--- config.mk ---
export PLATFORM = sky130hd
export DESIGN_NAME = ldti_mul
export DESIGN_NICKNAME = d
export VERILOG_FILES = /design/src/rtl/ldti_pkg.sv /design/src/rtl/ldti_mul.sv
export SDC_FILE = /design/constraint.sdc
export NUM_CORES = 2
export LEC_CHECK = 0
export BUFFER_PORTS_ARGS = -buffer_cell sky130_fd_sc_hd__buf_2
export CORE_ASPECT_RATIO = 1.25
export CORE_MARGIN = 2
export CORE_UTILIZATION = 58
export CTS_BUF_LIST = sky130_fd_sc_hd__clkbuf_16
export DETAILED_ROUTE_END_ITERATION = 12
export GPL_ROUTABILITY_DRIVEN = 0
export PLACE_DENSITY = 0.82
export SLEW_MARGIN = 20
export SYNTH_ARGS = -nofsm -noshare
export SYNTH_HDL_FRONTEND = slang
export SYNTH_SLANG_ARGS = --single-unit
--- constraint.sdc ---
create_clock -name clk -period 18.8 [get_ports clk]
set_input_delay 0 -clock clk [delete_from_list [all_inputs] [get_ports clk]]
set_output_delay 0 -clock clk [all_outputs]
set_load 0.03 [all_outputs]
--- src/rtl/ldti_pkg.sv ---
// ----------------------------------------------------------------------------
// ldti_pkg - shared types and constants of the log-domain table interpolator
// Table entry layout, fixed-point constants and widths used across the block.
// ----------------------------------------------------------------------------
package ldti_pkg;

  // default number of table slots
  localparam int DEF_TABLE_DEPTH = 256;
  // fraction bits of the log-domain depth value
  localparam int FRAC_BITS = 48;
  // width of the entry count register and of the scan counter
  localparam int CNT_W = 9;
  // width of the divider numerator and of its step counter
  localparam int DIV_NUM_W = 96;
  localparam int DIV_STEP_W = 7;

  // reflectivity of 1.0 in UQ1.31
  localparam logic [31:0] ONE_R = 32'h8000_0000;
  // ln(2) in Q0.64
  localparam logic [63:0] LN2_Q64 = 64'hB172_17F7_D1CF_79AB;

  // one table entry: abscissa UQ8.24 and reflectivity UQ1.31
  typedef struct packed {
    logic [31:0] q;
    logic [31:0] r;
  } entry_t;

endpackage

--- src/rtl/ldti_mul.sv ---
// ----------------------------------------------------------------------------
// ldti_mul - shared 64x64 multiplier
// Forms the full 128-bit product from four 32x32 partial products, one per
// cycle, summed in an accumulator. Pulses done with the product ready.
// ----------------------------------------------------------------------------
module ldti_mul (
  input  logic         clk,
  input  logic         rst,
  input  logic         start,
  input  logic [63:0]  a,
  input  logic [63:0]  b,
  output logic         done,
  output logic [127:0] prod
);
  import ldti_pkg::*;

  localparam logic [2:0] LAST_PHASE = 3'd4;

  logic [63:0]  a_r;
  logic [63:0]  b_r;
  logic [63:0]  p_r;
  logic [1:0]   psel;
  logic [1:0]   psel_next;
  logic [2:0]   phase;
  logic         busy;
  logic [31:0]  op_a;
  logic [31:0]  op_b;
  logic [127:0] addend;

  // pick the partial product for this phase
  always_comb begin
    case (phase[1:0])
      2'd0: begin
        op_a = a_r[31:0];  op_b = b_r[31:0];  psel_next = 2'd0;
      end
      2'd1: begin
        op_a = a_r[31:0];  op_b = b_r[63:32]; psel_next = 2'd1;
      end
      2'd2: begin
        op_a = a_r[63:32]; op_b = b_r[31:0];  psel_next = 2'd1;
      end
      default: begin
        op_a = a_r[63:32]; op_b = b_r[63:32]; psel_next = 2'd2;
      end
    endcase
  end

  // align the registered partial product
  always_comb begin
    case (psel)
      2'd0:    addend = {64'b0, p_r};
      2'd1:    addend = {32'b0, p_r, 32'b0};
      default: addend = {p_r, 64'b0};
    endcase
  end

  // sequence the phases
  always_ff @(posedge clk) begin
    if (rst) begin
      busy  <= 1'b0;
      done  <= 1'b0;
      phase <= '0;
    end else begin
      done <= 1'b0;
      if (start) begin
        busy  <= 1'b1;
        phase <= '0;
      end else if (busy) begin
        if (phase == LAST_PHASE) begin
          busy <= 1'b0;
          done <= 1'b1;
        end else begin
          phase <= phase + 3'd1;
        end
      end
    end
  end

  // multiply and accumulate
  always_ff @(posedge clk) begin
    if (start) begin
      a_r  <= a;
      b_r  <= b;
      prod <= '0;
    end else if (busy) begin
      if (phase != LAST_PHASE) begin
        p_r  <= 64'(op_a) * 64'(op_b);
        psel <= psel_next;
      end
      if (phase != 3'd0) begin
        prod <= prod + addend;
      end
    end
  end

endmodule

==> flow_metrics.env <==
export IMPL_synthCells=5990
export IMPL_path_max_fanout=44
export IMPL_cts_buffers=38
export IMPL_io_buffers=259
export IMPL_ff2ff_path_depth=32
export IMPL_vias_per_cell=6.38
export IMPL_tightest_slew_ps=1160
export IMPL_worstPathRequired_ps=19220
export IMPL_drtIter0Drc=6304
export IMPL_synth_edf_count=194
export IMPL_timing_worst_setup_path_type="flip-flop to flip-flop"
export IMPL_period_share_pct=56.1
export IMPL_r2r_start="phase[0]"
export IMPL_final_nets=7623
export IMPL_max_freq_mhz=94.9
export IMPL_cp_slowest_stage_delay_ps=1010
export IMPL_holdPathEnd="a_r[30]"
export IMPL_rrSetupSlack_ps=8260
export IMPL_fillCellCount=7026
export IMPL_synth_area_sq_mm=0.0529
export IMPL_cp_start_kind="flip-flop"
export IMPL_syn_area_per_cell_sq_um=8.83
export IMPL_r2r_end="p_r[56]"
export IMPL_grt_overflow_total=0
export IMPL_htreeDepth=2
export IMPL_hold_depth=2
export IMPL_holdCritPathClass="input port to flip-flop"
export IMPL_postCtsSetupBuffers=0
export IMPL_setup_viol=0
export IMPL_synthFlopType="edfxtp_1"
export IMPL_syn_nets=7412
export IMPL_pin_count=260
export IMPL_grt_pass1_wl_mm=281
export IMPL_grt_max_degree=98
export IMPL_die_w_microns=274
export IMPL_grt_pass1_vias=49207
export IMPL_antenna_found_initial=8
export IMPL_status="finished clean"
export IMPL_seq_area_frac_synth_pct=16.0
export IMPL_cts_path_max_buffers=3
export IMPL_start_util_pct=58.7
export IMPL_hold_violations=0
export IMPL_clk_insertion_delay_late_ps=630
export IMPL_path_clk_slew_ps=70
export IMPL_worstHoldStart="a[30]"
export IMPL_end_kind="flip-flop"
export IMPL_cp_common_cell="fa_1"
export IMPL_finalCriticalPeriod_ps=10540
export IMPL_rsz0062_at_grt="no"
export IMPL_drcViolationCount=0
export IMPL_ys_types=97
export IMPL_via_count=47326
export IMPL_critPathSlowestCell="mux2i_4"
export IMPL_die_h_microns=342
export IMPL_fp_coreArea_sq_mm=0.0902
export IMPL_yosysWarnings=0
export IMPL_synthArstFlopShare_pct=0
export IMPL_layout_drive_gt1_share_pct=8.67
export IMPL_cap_violations=0
export IMPL_max_slew_margin_rel_pct=20.9
export IMPL_die_area_sq_mm=0.0937
export IMPL_synth_ff_latch_count=327
export IMPL_wl_per_cell_microns=25.2
export IMPL_first_pass_iters=9
export IMPL_tns_ps=0
export IMPL_rows=123
export IMPL_grt_usage_pct=40.0
export IMPL_dp_hpwl_mm=136
export IMPL_cts_num_sinks=327
export IMPL_slew_violations=0
export IMPL_postRouteAntennaNets=0
export IMPL_crit_arrival_ps=10960
export IMPL_ctsRootBufferMaster="clkbuf_16"
export IMPL_cts_tree="done"
export IMPL_fin_skew_ps=53.8
export IMPL_routed_wl_mm=187
export IMPL_syn2layout_area_growth_pct=9.44
## worst max-delay path: cells and delay by family (launching register included)
kind,cells,cell delay [ps]
AOI/OAI and AO/OA,9,1980
and+or+nand+nor,3,910
adders and majority gates,10,4620
buffers and inverters,8,1160
DFF,1,410
muxes,2,1150
## flip-flops by register name (all words and copies together) (netlist names)
| name | count |
|---|---|
| psel | 2 |
| b_r | 64 |
| done | 1 |
| a_r | 64 |
| prod | 128 |
| p_r | 64 |
| phase | 3 |
| busy | 1 |
## cell usage after synthesis (6+ instances only)
library cell / n / area share (%)
and2_1: 76 / 0.90
o21bai_1: 46 / 0.65
nand2_1: 838 / 5.9
o31a_1: 7 / 0.12
xor2_1: 71 / 1.2
a21oi_1: 303 / 2.9
nand4_1: 79 / 0.93
o211ai_1: 12 / 0.17
a21boi_0: 10 / 0.14
a211oi_1: 21 / 0.30
edfxtp_1: 194 / 11
xnor2_1: 93 / 1.5
o21ai_1: 13 / 0.12
o31ai_1: 17 / 0.24
inv_1: 951 / 6.7
and3_1: 11 / 0.13
nand3_1: 31 / 0.29
a221oi_1: 9 / 0.15
mux2_2: 64 / 1.4
nor2b_1: 18 / 0.21
o2111ai_1: 9 / 0.15
clkbuf_1: 251 / 1.8
nor4_1: 17 / 0.20
fa_1: 897 / 34
buf_2: 31 / 0.29
nor3_1: 58 / 0.55
buf_1: 7 / 0.050
a21o_1: 91 / 1.3
o21a_1: 21 / 0.30
a31o_2: 6 / 0.099
mux2i_1: 96 / 1.8
nand2b_1: 19 / 0.22
nor2_1: 727 / 5.2
dfxtp_1: 133 / 5.0
or3_1: 18 / 0.21
ha_1: 394 / 9.3
o21ai_0: 184 / 1.7
a22o_1: 40 / 0.66
a31oi_1: 20 / 0.24
## layout make-up
class	count	area, sq um	area share (%)
antenna	6	15.0	0.0259
clock buffer	38	951	1.64
clock inverter	31	313	0.540
inverter	951	3570	6.16
multi-input combinational	4422	39900	69.0
sequential	327	8490	14.7
tap	1187	1490	2.56
timing repair buffer	461	3150	5.43
## repair_timing
item	4_1_cts	5_1_grt
hold buffers	130	0
gates resized for setup	0	0
endpoints found under the hold margin	154	0
## routing by layer
metal	global-route usage (%)	part of all wire [%]	vias to the layer above
li1	-	-	19547
met1	44.8	31	22463
met2	61.0	43	3918
met3	14.3	15	1388
met4	33.8	11	10
met5	0	0.059	-
## cell families after synthesis
logic type | after synthesis | synth area share (%)
AO/OA/AOI/OAI | 880 | 10.6
XOR/XNOR | 164 | 2.71
adder cells (fa/ha/maj) | 1291 | 43.3
buffers and inverters | 1241 | 8.88
flip-flops | 327 | 16.0
multiplexers | 160 | 3.18
AND/OR/NAND/NOR | 1927 | 15.3
## per-stage QoR
| step | instances | util [%] | setup WS, ps | area (sq um) | hold WS (ps) |
|---|---|---|---|---|---|
| after floorplan | 5990 | - | 9460 | 52900 | 72.4 |
| after global placement | 7218 | 61.3 | 8740 | 55300 | 177 |
| after detailed placement | 7218 | 61.3 | 8560 | 55300 | 178 |
| after CTS | 7417 | 64.2 | 8550 | 57900 | 85.0 |
| after global routing | 7417 | 64.2 | 8050 | 57900 | 98.9 |
| final | 7423 | 64.2 | 8260 | 57900 | 92.2 |
## placed cells by master, fill, tap and decap left out, types with 11 or more instances in the layout
master,n
nor2_1,724
o31ai_1,17
nand2b_1,18
dfxtp_1,133
and2_1,76
a21oi_1,303
a21o_1,91
nor2b_1,16
o21bai_1,46
or3_1,18
dlygate4sd3_1,130
o211ai_1,12
nand3_1,31
a211oi_1,21
edfxtp_1,194
nand2_1,838
o21a_1,21
nor3_1,58
nor4_1,17
mux2_2,64
buf_2,258
and3_1,11
ha_1,394
o21ai_1,12
fa_1,897
nand4_1,79
xnor2_1,93
xor2_1,71
mux2i_1,64
a31oi_1,20
o21ai_0,184
buf_4,72
a22o_1,40
mux2i_2,28
inv_1,956
clkbuf_16,38
## how the worst max path moves through the flow
stage	from	slack [ps]	end	cells after the start
final	phase[0]	8260	p_r[56]	32
after detailed placement	phase[0]	8560	p_r[57]	33
after CTS	phase[0]	8550	p_r[63]	33
after global placement	phase[0]	8740	p_r[56]	32
after global routing	phase[0]	8050	p_r[56]	32
after floorplan	phase[0]	9460	p_r[56]	33
Power is not shown: default switching activity piles up to over one toggle a cycle in this logic, so the estimate is an artifact.
