==> config.mk <==
export PLATFORM = sky130hd
export DESIGN_NAME = ldti_div
export DESIGN_NICKNAME = d
export VERILOG_FILES = /design/src/rtl/ldti_pkg.sv /design/src/rtl/ldti_div.sv
export SDC_FILE = /design/constraint.sdc
export NUM_CORES = 1
export LEC_CHECK = 0
export BUFFER_PORTS_ARGS = -buffer_cell sky130_fd_sc_hd__clkbuf_2
export CORE_UTILIZATION = 60
export DETAILED_ROUTE_END_ITERATION = 12
export PLACE_DENSITY_LB_ADDON = 0.15
export SYNTH_ARGS = -nofsm -noshare
export SYNTH_HDL_FRONTEND = slang
export SYNTH_SLANG_ARGS = --single-unit
==> constraint.sdc <==
create_clock -name clk -period 4.8 [get_ports clk]
set_input_delay 0.96 -clock clk [delete_from_list [all_inputs] [get_ports clk]]
set_output_delay 0.96 -clock clk [all_outputs]
set_load 0.1 [all_outputs]
==> src/rtl/ldti_pkg.sv <==
// ----------------------------------------------------------------------------
// ldti_pkg - shared types and constants of the log-domain table interpolator
// Table entry layout, fixed-point constants and widths used across the block.
// ----------------------------------------------------------------------------
package ldti_pkg;

  // default number of table slots
  localparam int DEF_TABLE_DEPTH = 256;
  // fraction bits of the log-domain depth value
  localparam int FRAC_BITS = 48;
  // width of the entry count register and of the scan counter
  localparam int CNT_W = 9;
  // width of the divider numerator and of its step counter
  localparam int DIV_NUM_W = 96;
  localparam int DIV_STEP_W = 7;

  // reflectivity of 1.0 in UQ1.31
  localparam logic [31:0] ONE_R = 32'h8000_0000;
  // ln(2) in Q0.64
  localparam logic [63:0] LN2_Q64 = 64'hB172_17F7_D1CF_79AB;

  // one table entry: abscissa UQ8.24 and reflectivity UQ1.31
  typedef struct packed {
    logic [31:0] q;
    logic [31:0] r;
  } entry_t;

endpackage

==> src/rtl/ldti_div.sv <==
// ----------------------------------------------------------------------------
// ldti_div - shared restoring divider
// Divides a left-aligned numerator by a 32-bit divisor one bit per cycle.
// Keeps the low 64 quotient bits and flags any higher bit that was set.
// ----------------------------------------------------------------------------
module ldti_div (
  input  logic                               clk,
  input  logic                               rst,
  input  logic                               start,
  input  logic [ldti_pkg::DIV_NUM_W-1:0]     num,
  input  logic [ldti_pkg::DIV_STEP_W-1:0]    steps,
  input  logic [31:0]                        den,
  output logic                               done,
  output logic [63:0]                        quo,
  output logic                               ovf
);
  import ldti_pkg::*;

  logic [DIV_NUM_W-1:0]  num_r;
  logic [31:0]           den_r;
  logic [31:0]           rem;
  logic [DIV_STEP_W-1:0] cnt;
  logic                  busy;
  logic [32:0]           trial;
  logic                  qbit;
  logic [31:0]           rem_next;

  // one restoring step
  always_comb begin
    trial    = {rem, num_r[DIV_NUM_W-1]};
    qbit     = (trial >= {1'b0, den_r});
    rem_next = qbit ? 32'(trial - {1'b0, den_r}) : trial[31:0];
  end

  // count the steps
  always_ff @(posedge clk) begin
    if (rst) begin
      busy <= 1'b0;
      done <= 1'b0;
      cnt  <= '0;
    end else begin
      done <= 1'b0;
      if (start) begin
        busy <= 1'b1;
        cnt  <= steps;
      end else if (busy) begin
        cnt <= cnt - DIV_STEP_W'(1);
        if (cnt == DIV_STEP_W'(1)) begin
          busy <= 1'b0;
          done <= 1'b1;
        end
      end
    end
  end

  // shift numerator, update remainder and quotient
  always_ff @(posedge clk) begin
    if (start) begin
      num_r <= num;
      den_r <= den;
      rem   <= '0;
      quo   <= '0;
      ovf   <= 1'b0;
    end else if (busy) begin
      num_r <= num_r << 1;
      rem   <= rem_next;
      quo   <= {quo[62:0], qbit};
      ovf   <= ovf | quo[63];
    end
  end

endmodule

==> parameters.txt, run 1 <==
Parameter                              Value

Status
  Outcome    finished, final reports clean

Setup path
  Largest delay contributor family on the critical path    compound AO/OA/AOI/OAI gates
  Cell type of the slowest stage on the worst timing path    sky130_fd_sc_hd__a221oi_1
  Largest stage delay on the critical path    430 ps
  Setup crit start kind    register
  Number of cell instances on the worst register-to-register path    12
  Required @ worst endpoint    5150 ps
  Data arrival, critical path    roughly 3400 ps
  Worst path most repeated cell    sky130_fd_sc_hd__a21oi_1
  Crit path depth    12
  Cell chain of the critical path    inv_1 -> ha_1 -> a21oi_1 -> o21ai_1 -> a221oi_1 -> a21oi_1 -> o21ai_1 -> a211o_1 -> buf_4 -> nor2_1 -> a21oi_1 -> a211oi_1
  Largest fanout on the critical path    35
  Sort of element at the end of the critical path    register
  Category of the most critical setup path    reg -> reg
  Number of buffers and inverters on the critical path    2

Yosys
  Arithmetic-cell share of the synthesized area counting full adders, half adders and majority gates    0.0413
  Synth Instances    940
  Synthesized area divided by synthesized cell count    11.5 um^2
  Synthesized net count    1113
  Parity-gate share of the synthesized area counting xor and xnor cells    0.0276
  Post-synth top flop    sky130_fd_sc_hd__edfxtp_1
  Yosys reg bits    234
  Top-count cell post-synth    sky130_fd_sc_hd__nor2_1
  Fraction of registers with async set or reset after synthesis    0
  Cell types with the largest area share after synthesis    sky130_fd_sc_hd__edfxtp_1 (36%), sky130_fd_sc_hd__dfxtp_1 (20%), sky130_fd_sc_hd__mux2_2 (9.9%)
  Commonest cells in the netlist    sky130_fd_sc_hd__nor2_1 (134), sky130_fd_sc_hd__edfxtp_1 (128), sky130_fd_sc_hd__dfxtp_1 (106), sky130_fd_sc_hd__mux2_2 (95), sky130_fd_sc_hd__mux2i_1 (74)
  Simple-gate share of the synthesized area    0.0898
  Fraction of synthesized area in multiplexers    0.168
  Complex-gate fraction of the synthesized area    0.0876
  Fraction of the yosys area taken by sequential cells    0.553
  Largest family of logic cells by synthesized area    multiplexers
  Share of the synthesized area in the top cell type    0.356
  Synth Cell Area    approximately 11000 um^2
  Total of warnings raised by yosys    0
  Cell type with the highest aggregate area in the netlist    sky130_fd_sc_hd__edfxtp_1
  Number of distinct library cells after synthesis    51
  Count of flip-flops with a built-in enable after synthesis    128

Layout
  Fraction of layout instances using a drive strength above 1    0.304
  Multi-input gate area in the final layout    4470 um^2
  Growth of design area from synthesis to finish    18.4%
  Number of standard cells in the final layout excluding fillers    1376
  ANT cells    0
  Fill cell instance count of the final layout    ~1300
  FF/Latch Area    5970 um^2
  Net count, final    between 1000 and 1500
  Final Util    0.734

Global routing
  Total routing usage reported by global routing    0.234
  Vias in the first global route    7192
  GRT overflow    0
  Pin count of the biggest net entering global routing    109
  Global-route wire length before repair    34600 um
  Initial antenna violation count    1

Clocking
  Hold buffers post-CTS    0
  Total setup buffers inserted after CTS    0
  Total number of clock tree sinks    234
  CTS tree    built
  Number of buffers created by CTS    25
  Maximum level of the CTS H-tree    1
  Post-CTS clock slew at the launch and capture registers of the worst setup and hold paths    60 ps
  Total of cells resized after clock tree synthesis    0
  Clock insertion delay at the later pin of the skew report    510 ps
  Number of buffers on the longest clock path    3
  Clock root buffer    sky130_fd_sc_hd__clkbuf_16

Detailed routing
  Vias per cell    5.43
  Drt first pass iters    5
  Number of remaining DRC errors    0
  Total wire length    about 22000 um
  Per-cell routed wire length    15.9 um
  Overall via count from detail_route    ~7500
  Iter 0 DRT Violations    ~360
  Count of antenna-violating nets left after detailed routing    0

Timing
  Final critical-path required period    3090 ps
  Skew final    8.85 ps
  Final setup vio count    0
  Post-route setup slack    1710 ps
  Post-route clock period utilization    0.645
  Max Transition Viols Final    0
  Worst-Margin Slew    1080 ps
  Max Fclk    323 MHz
  Aggregate negative setup slack    0 ps
  Hold WS    between 400 and 500 ps
  Hold Fails Final Rpt    0
  RSZ-0062 raised after global routing    no
  Headroom to the max-slew limit    0.279

Power and ir drop
  Leakage power figure    0.00549 uW
  Maximum vdd ir drop    0.319 mV
  Power per unit of standard cell area    369 nW/um^2

Run
  # Max-Cap Violations    0

Placement
  Number of placed cells counting well taps    between 1000 and 1500
  Half-perimeter wire length after detailed placement    between 10000 and 15000 um
  Gpl congestion    0.854
  Setup slack at placement    approximately 1800 ps
  PortBufs    203

Floorplanning
  Die span in x    between 100 and 150 um
  Starting density of the core    0.620
  Height of the die    136 um
  FP Rows    48
  Area of the core    about 17000 um^2
  Die area    around 19000 um^2
  I/O pin total    roughly 200

Min path
  Tightest Hold Check Type    reg -> reg
  Cells on Worst Hold Path    2
[metal layers]
| layer | GRT usage | share of wire | vias up |
|---|---|---|---|
| li1 | - | - | 3755 |
| met2 | 0.388 | 0.47 | 184 |
| met4 | 0.0537 | 0.013 | 2 |
| met3 | 0.0817 | 0.084 | 30 |
| met5 | 0 | 0.00059 | - |
| met1 | 0.291 | 0.43 | 3496 |
[stage by stage]
step           cell area, um^2  total power (uW)
6_report                 12800              4720
5_1_grt                  12800              4910
4_1_cts                  12800              4770
3_5_place_dp             12000              2870
3_3_place_gp             12000              2860
2_1_floorplan            10800              2720
[final cells by class]
class / instances / area share
multi-input cells: 619 / 0.350
clock buffers: 36 / 0.0554
clock inverters: 10 / 0.00803
flip-flops and latches: 234 / 0.467
well taps: 225 / 0.0220
inverters: 42 / 0.0124
repair buffers: 210 / 0.0853
[logic make-up after synthesis]
kind of cell,count (synthesis)
DFF,234
buffers and inverters,87
muxes,169
and+or+nand+nor,223
adders and majority gates,35
AOI/OAI and AO/OA,158
xor gates and xnor gates,34
[where the power goes]
part / internal, uW / switching [uW] / leakage (uW)
clock network: 1130 / 753 / 0.000406
registers: 2270 / 52.7 / 0.00214
logic: 247 / 268 / 0.00295
total: 3640 / 1070 / 0.00549
[worst min-delay path, stage by stage, from the launching register on]
cell and delay (ps):
sky130_fd_sc_hd__dfxtp_1 330, sky130_fd_sc_hd__a21oi_1 40, sky130_fd_sc_hd__nor2_1 70
[flip-flops by register name (all words and copies together), names as in the netlist]
name,flops
num_r,96
quo,64
den_r,32
rem,32
cnt,7
busy,1
done,1
ovf,1
[cells in the final DEF, fill, tap and decap left out, types with 3 or more instances in the layout]
cell type and instances:
sky130_fd_sc_hd__xor2_1 16, sky130_fd_sc_hd__o21ai_1 6, sky130_fd_sc_hd__nand2_1 39, sky130_fd_sc_hd__clkbuf_2 203
sky130_fd_sc_hd__clkbuf_16 25, sky130_fd_sc_hd__nor2_1 134, sky130_fd_sc_hd__nor4b_1 3, sky130_fd_sc_hd__o21ai_0 35
sky130_fd_sc_hd__xnor2_1 18, sky130_fd_sc_hd__a21oi_1 59, sky130_fd_sc_hd__nor2b_1 7, sky130_fd_sc_hd__nor4_1 3
sky130_fd_sc_hd__clkinv_2 7, sky130_fd_sc_hd__dfxtp_1 105, sky130_fd_sc_hd__nand2b_1 5, sky130_fd_sc_hd__clkbuf_1 6
sky130_fd_sc_hd__nand4_1 8, sky130_fd_sc_hd__nor3_1 6, sky130_fd_sc_hd__and3_1 5, sky130_fd_sc_hd__inv_1 40
sky130_fd_sc_hd__edfxtp_1 128, sky130_fd_sc_hd__and2_1 3, sky130_fd_sc_hd__mux2_2 95, sky130_fd_sc_hd__clkbuf_8 5
sky130_fd_sc_hd__a22oi_1 3, sky130_fd_sc_hd__buf_4 6, sky130_fd_sc_hd__a21o_1 18, sky130_fd_sc_hd__mux2i_1 74
sky130_fd_sc_hd__a211oi_1 19, sky130_fd_sc_hd__ha_1 34
[path summary, 6_finish.rpt]
| path | endpoint | start | slack, ps |
|---|---|---|---|
| max | rem[7] | den_r[6] | 1710 |
| max reg2reg | rem[7] | den_r[6] | 1710 |
| min reg2reg | ovf | ovf | 470 |
| min | ovf | ovf | 470 |
Note: power is estimated with default switching activity, not from simulation.
==> run 2, diff against run 1 <==
ABC_AREA = 1   (was unset)
CORE_UTILIZATION = 57   (was 60)
clock period = 3.2 ns   (was 4.8 ns; I/O delays follow)
==> parameters.txt, run 2 <==
Parameter                              Value

Status
  Outcome    finished, final reports clean

Yosys
  Yosys reg bits    234
  Share of the synthesized area in the top cell type    0.330
  Cell types with the largest area share after synthesis    sky130_fd_sc_hd__edfxtp_1 (33%), sky130_fd_sc_hd__nand2_1 (21%), sky130_fd_sc_hd__dfxtp_1 (18%)
  Arithmetic-cell share of the synthesized area counting full adders, half adders and majority gates    0.0382
  Parity-gate share of the synthesized area counting xor and xnor cells    0.0128
  Synth Cell Area    11700 um^2
  Complex-gate fraction of the synthesized area    0.0555
  Top-count cell post-synth    sky130_fd_sc_hd__nand2_1
  Largest family of logic cells by synthesized area    simple AND/OR/NAND/NOR gates
  Post-synth top flop    sky130_fd_sc_hd__edfxtp_1
  Fraction of synthesized area in multiplexers    0
  Synthesized net count    1674
  Synth Instances    1501
  Cell type with the highest aggregate area in the netlist    sky130_fd_sc_hd__edfxtp_1
  Count of flip-flops with a built-in enable after synthesis    128
  Simple-gate share of the synthesized area    0.287
  Number of distinct library cells after synthesis    38
  Total of warnings raised by yosys    0
  Fraction of registers with async set or reset after synthesis    0
  Synthesized area divided by synthesized cell count    between 7 and 8 um^2
  Fraction of the yosys area taken by sequential cells    0.512
  Commonest cells in the netlist    sky130_fd_sc_hd__nand2_1 (662), sky130_fd_sc_hd__inv_1 (222), sky130_fd_sc_hd__edfxtp_1 (128), sky130_fd_sc_hd__dfxtp_1 (106), sky130_fd_sc_hd__nand3_1 (73)

Layout
  Commonest non-fill, non-tap cell in the layout    sky130_fd_sc_hd__nand2_1
  Fill cell instance count of the final layout    1698
  ANT cells    0
  Most frequent cells in the layout    sky130_fd_sc_hd__nand2_1 (661), sky130_fd_sc_hd__inv_1 (221), sky130_fd_sc_hd__clkbuf_2 (202)
  Largest registers in the final layout    num_r (96), quo (64)
  Growth of design area from synthesis to finish    17.2%
  Net count, final    1861
  Most flops, register    num_r
  Largest register FFs    96
  FF/Latch Area    slightly below 6000 um^2
  Fraction of layout instances using a drive strength above 1    0.166
  Multi-input gate area in the final layout    4590 um^2
  Number of standard cells in the final layout excluding fillers    1972
  Post-route cell area    13700 um^2

Setup path
  Number of cell instances on the worst register-to-register path    16
  Worst path most repeated cell    sky130_fd_sc_hd__nand2_1
  Data arrival, critical path    3100 ps
  Cell chain of the critical path    inv_1 -> ha_1 -> nand2_1 -> nand2_1 -> nand2_1 -> nand2_1 -> inv_2 -> nand3_1 -> nand2_1 -> nand2_2 -> nand2_4 -> nand2_8 -> nand2_1 -> nand2_1 -> nand2_1 -> nand2_1
  Required @ worst endpoint    between 3000 and 4000 ps
  Cell type of the slowest stage on the worst timing path    sky130_fd_sc_hd__ha_1
  Register-to-register setup slack    540 ps
  Largest fanout on the critical path    33
  Setup crit start kind    register
  Start of the worst register-to-register path    den_r[6]
  Category of the most critical setup path    reg -> reg
  Sort of element at the end of the critical path    register
  Largest stage delay on the critical path    350 ps
  Worst R2R End    rem[26]

Clocking
  CTS tree    built
  Number of buffers created by CTS    25
  Total number of clock tree sinks    234
  Maximum level of the CTS H-tree    1
  Total setup buffers inserted after CTS    0
  Clock root buffer    sky130_fd_sc_hd__clkbuf_16
  Post-CTS clock slew at the launch and capture registers of the worst setup and hold paths    60 ps
  Hold buffers post-CTS    0
  Clock insertion delay at the later pin of the skew report    approximately 540 ps
  Total of cells resized after clock tree synthesis    0
  Number of buffers on the longest clock path    3

Global routing
  Initial antenna violation count    0
  Pin count of the biggest net entering global routing    113
  Total routing usage reported by global routing    0.256
  GRT overflow    0
  Global-route wire length before repair    around 45000 um
  Vias in the first global route    between 9000 and 10000

Power and ir drop
  Leakage power figure    about 0.007 uW
  Power per unit of standard cell area    497 nW/um^2
  Maximum vdd ir drop    0.498 mV

Min path
  Cells on Worst Hold Path    1
  Min-Delay Endpoint    den_r[1]
  Hold Crit Start    den[1]
  Tightest Hold Check Type    in -> reg

Timing
  RSZ-0062 raised after global routing    no
  Max Transition Viols Final    0
  Hold Fails Final Rpt    0
  Max Fclk    376 MHz
  Final setup vio count    0
  Worst-Margin Slew    921 ps
  Headroom to the max-slew limit    0.386
  Skew final    ~23 ps
  Final critical-path required period    2660 ps
  Hold WS    277 ps
  Post-route clock period utilization    0.832
  Aggregate negative setup slack    0 ps

Detailed routing
  Drt first pass iters    5
  Iter 0 DRT Violations    between 600 and 700
  Count of antenna-violating nets left after detailed routing    0
  Total wire length    between 20000 and 30000 um
  Per-cell routed wire length    roughly 14 um
  Overall via count from detail_route    9668
  Number of remaining DRC errors    0
  Vias per cell    4.90

Placement
  Number of placed cells counting well taps    1926
  PortBufs    approximately 200
  DP Area    12900 um^2
  Gpl congestion    0.943
  Half-perimeter wire length after detailed placement    18900 um

Run
  # Max-Cap Violations    0

Floorplanning
  FP Rows    a little over 50
  Height of the die    145 um
  Area of the core    19800 um^2
  Die span in x    145 um
  Die area    21000 um^2
  Starting density of the core    0.589
  I/O pin total    204
-- run 2: cell count changes after synthesis, moves of 62 or more --
| cell | change |
|---|---|
| sky130_fd_sc_hd__nand2_1 | +623 |
| sky130_fd_sc_hd__inv_1 | +181 |
| sky130_fd_sc_hd__mux2_2 | -95 |
| sky130_fd_sc_hd__nor2_1 | -90 |
| sky130_fd_sc_hd__mux2i_1 | -74 |
| sky130_fd_sc_hd__nand3_1 | +71 |
| sky130_fd_sc_hd__o22ai_1 | +62 |
-- run 2: worst max-delay path: cells and delay by family (launching register included) --
family / cells / cell delay (ps)
adders and majority gates: 1 / 350
DFF: 1 / 320
buffers and inverters: 2 / 90
and+or+nand+nor: 13 / 1780
-- run 2: kinds of logic (layout without fill, tap and decap cells) --
family          Yosys count  in the layout
compound gates          108            108
simple gates            822            822
buf+inv                 285            491
xor+xnor                 17             17
fa+ha+maj                35             35
flops                   234            234
-- run 2: final cells by class --
type	count	share of cell area
tap	265	0.0243
inverter	235	0.0650
clock buffer	37	0.0506
multi-input combinational	982	0.336
clock inverter	9	0.00687
sequential	234	0.437
timing repair buffer	210	0.0803
-- run 2: power breakdown --
group | internal, uW | switching (uW) | total (uW)
sequential | 3380 | 54.1 | 3430
combinational | 210 | 378 | 588
clock | 1590 | 1180 | 2770
-- run 2: worst max path at each step --
stage,startpoint,endpoint,slack [ps],depth (start not counted)
after floorplan,start,num_r[0],340,4
after global placement,den_r[8],rem[31],570,16
after detailed placement,den_r[8],rem[25],550,16
after CTS,den_r[6],rem[26],550,16
after global routing,den_r[8],rem[26],240,16
final,den_r[6],rem[26],540,16
-- run 2: per-layer routing --
layer  global-route usage  wire [um]
met2                0.415      12300
met1                0.353      12200
met5                    0          0
met3               0.0503       1720
met4               0.0601        454
-- run 2: stage by stage --
| stage | utilization | setup slack [ps] | power [uW] |
|---|---|---|---|
| after floorplan | - | 343 | 3870 |
| after global placement | 0.651 | 569 | 4070 |
| after detailed placement | 0.651 | 546 | 4090 |
| final | 0.690 | 537 | 6790 |
| after global routing | 0.690 | 244 | 7050 |
| after CTS | 0.690 | 546 | 6830 |
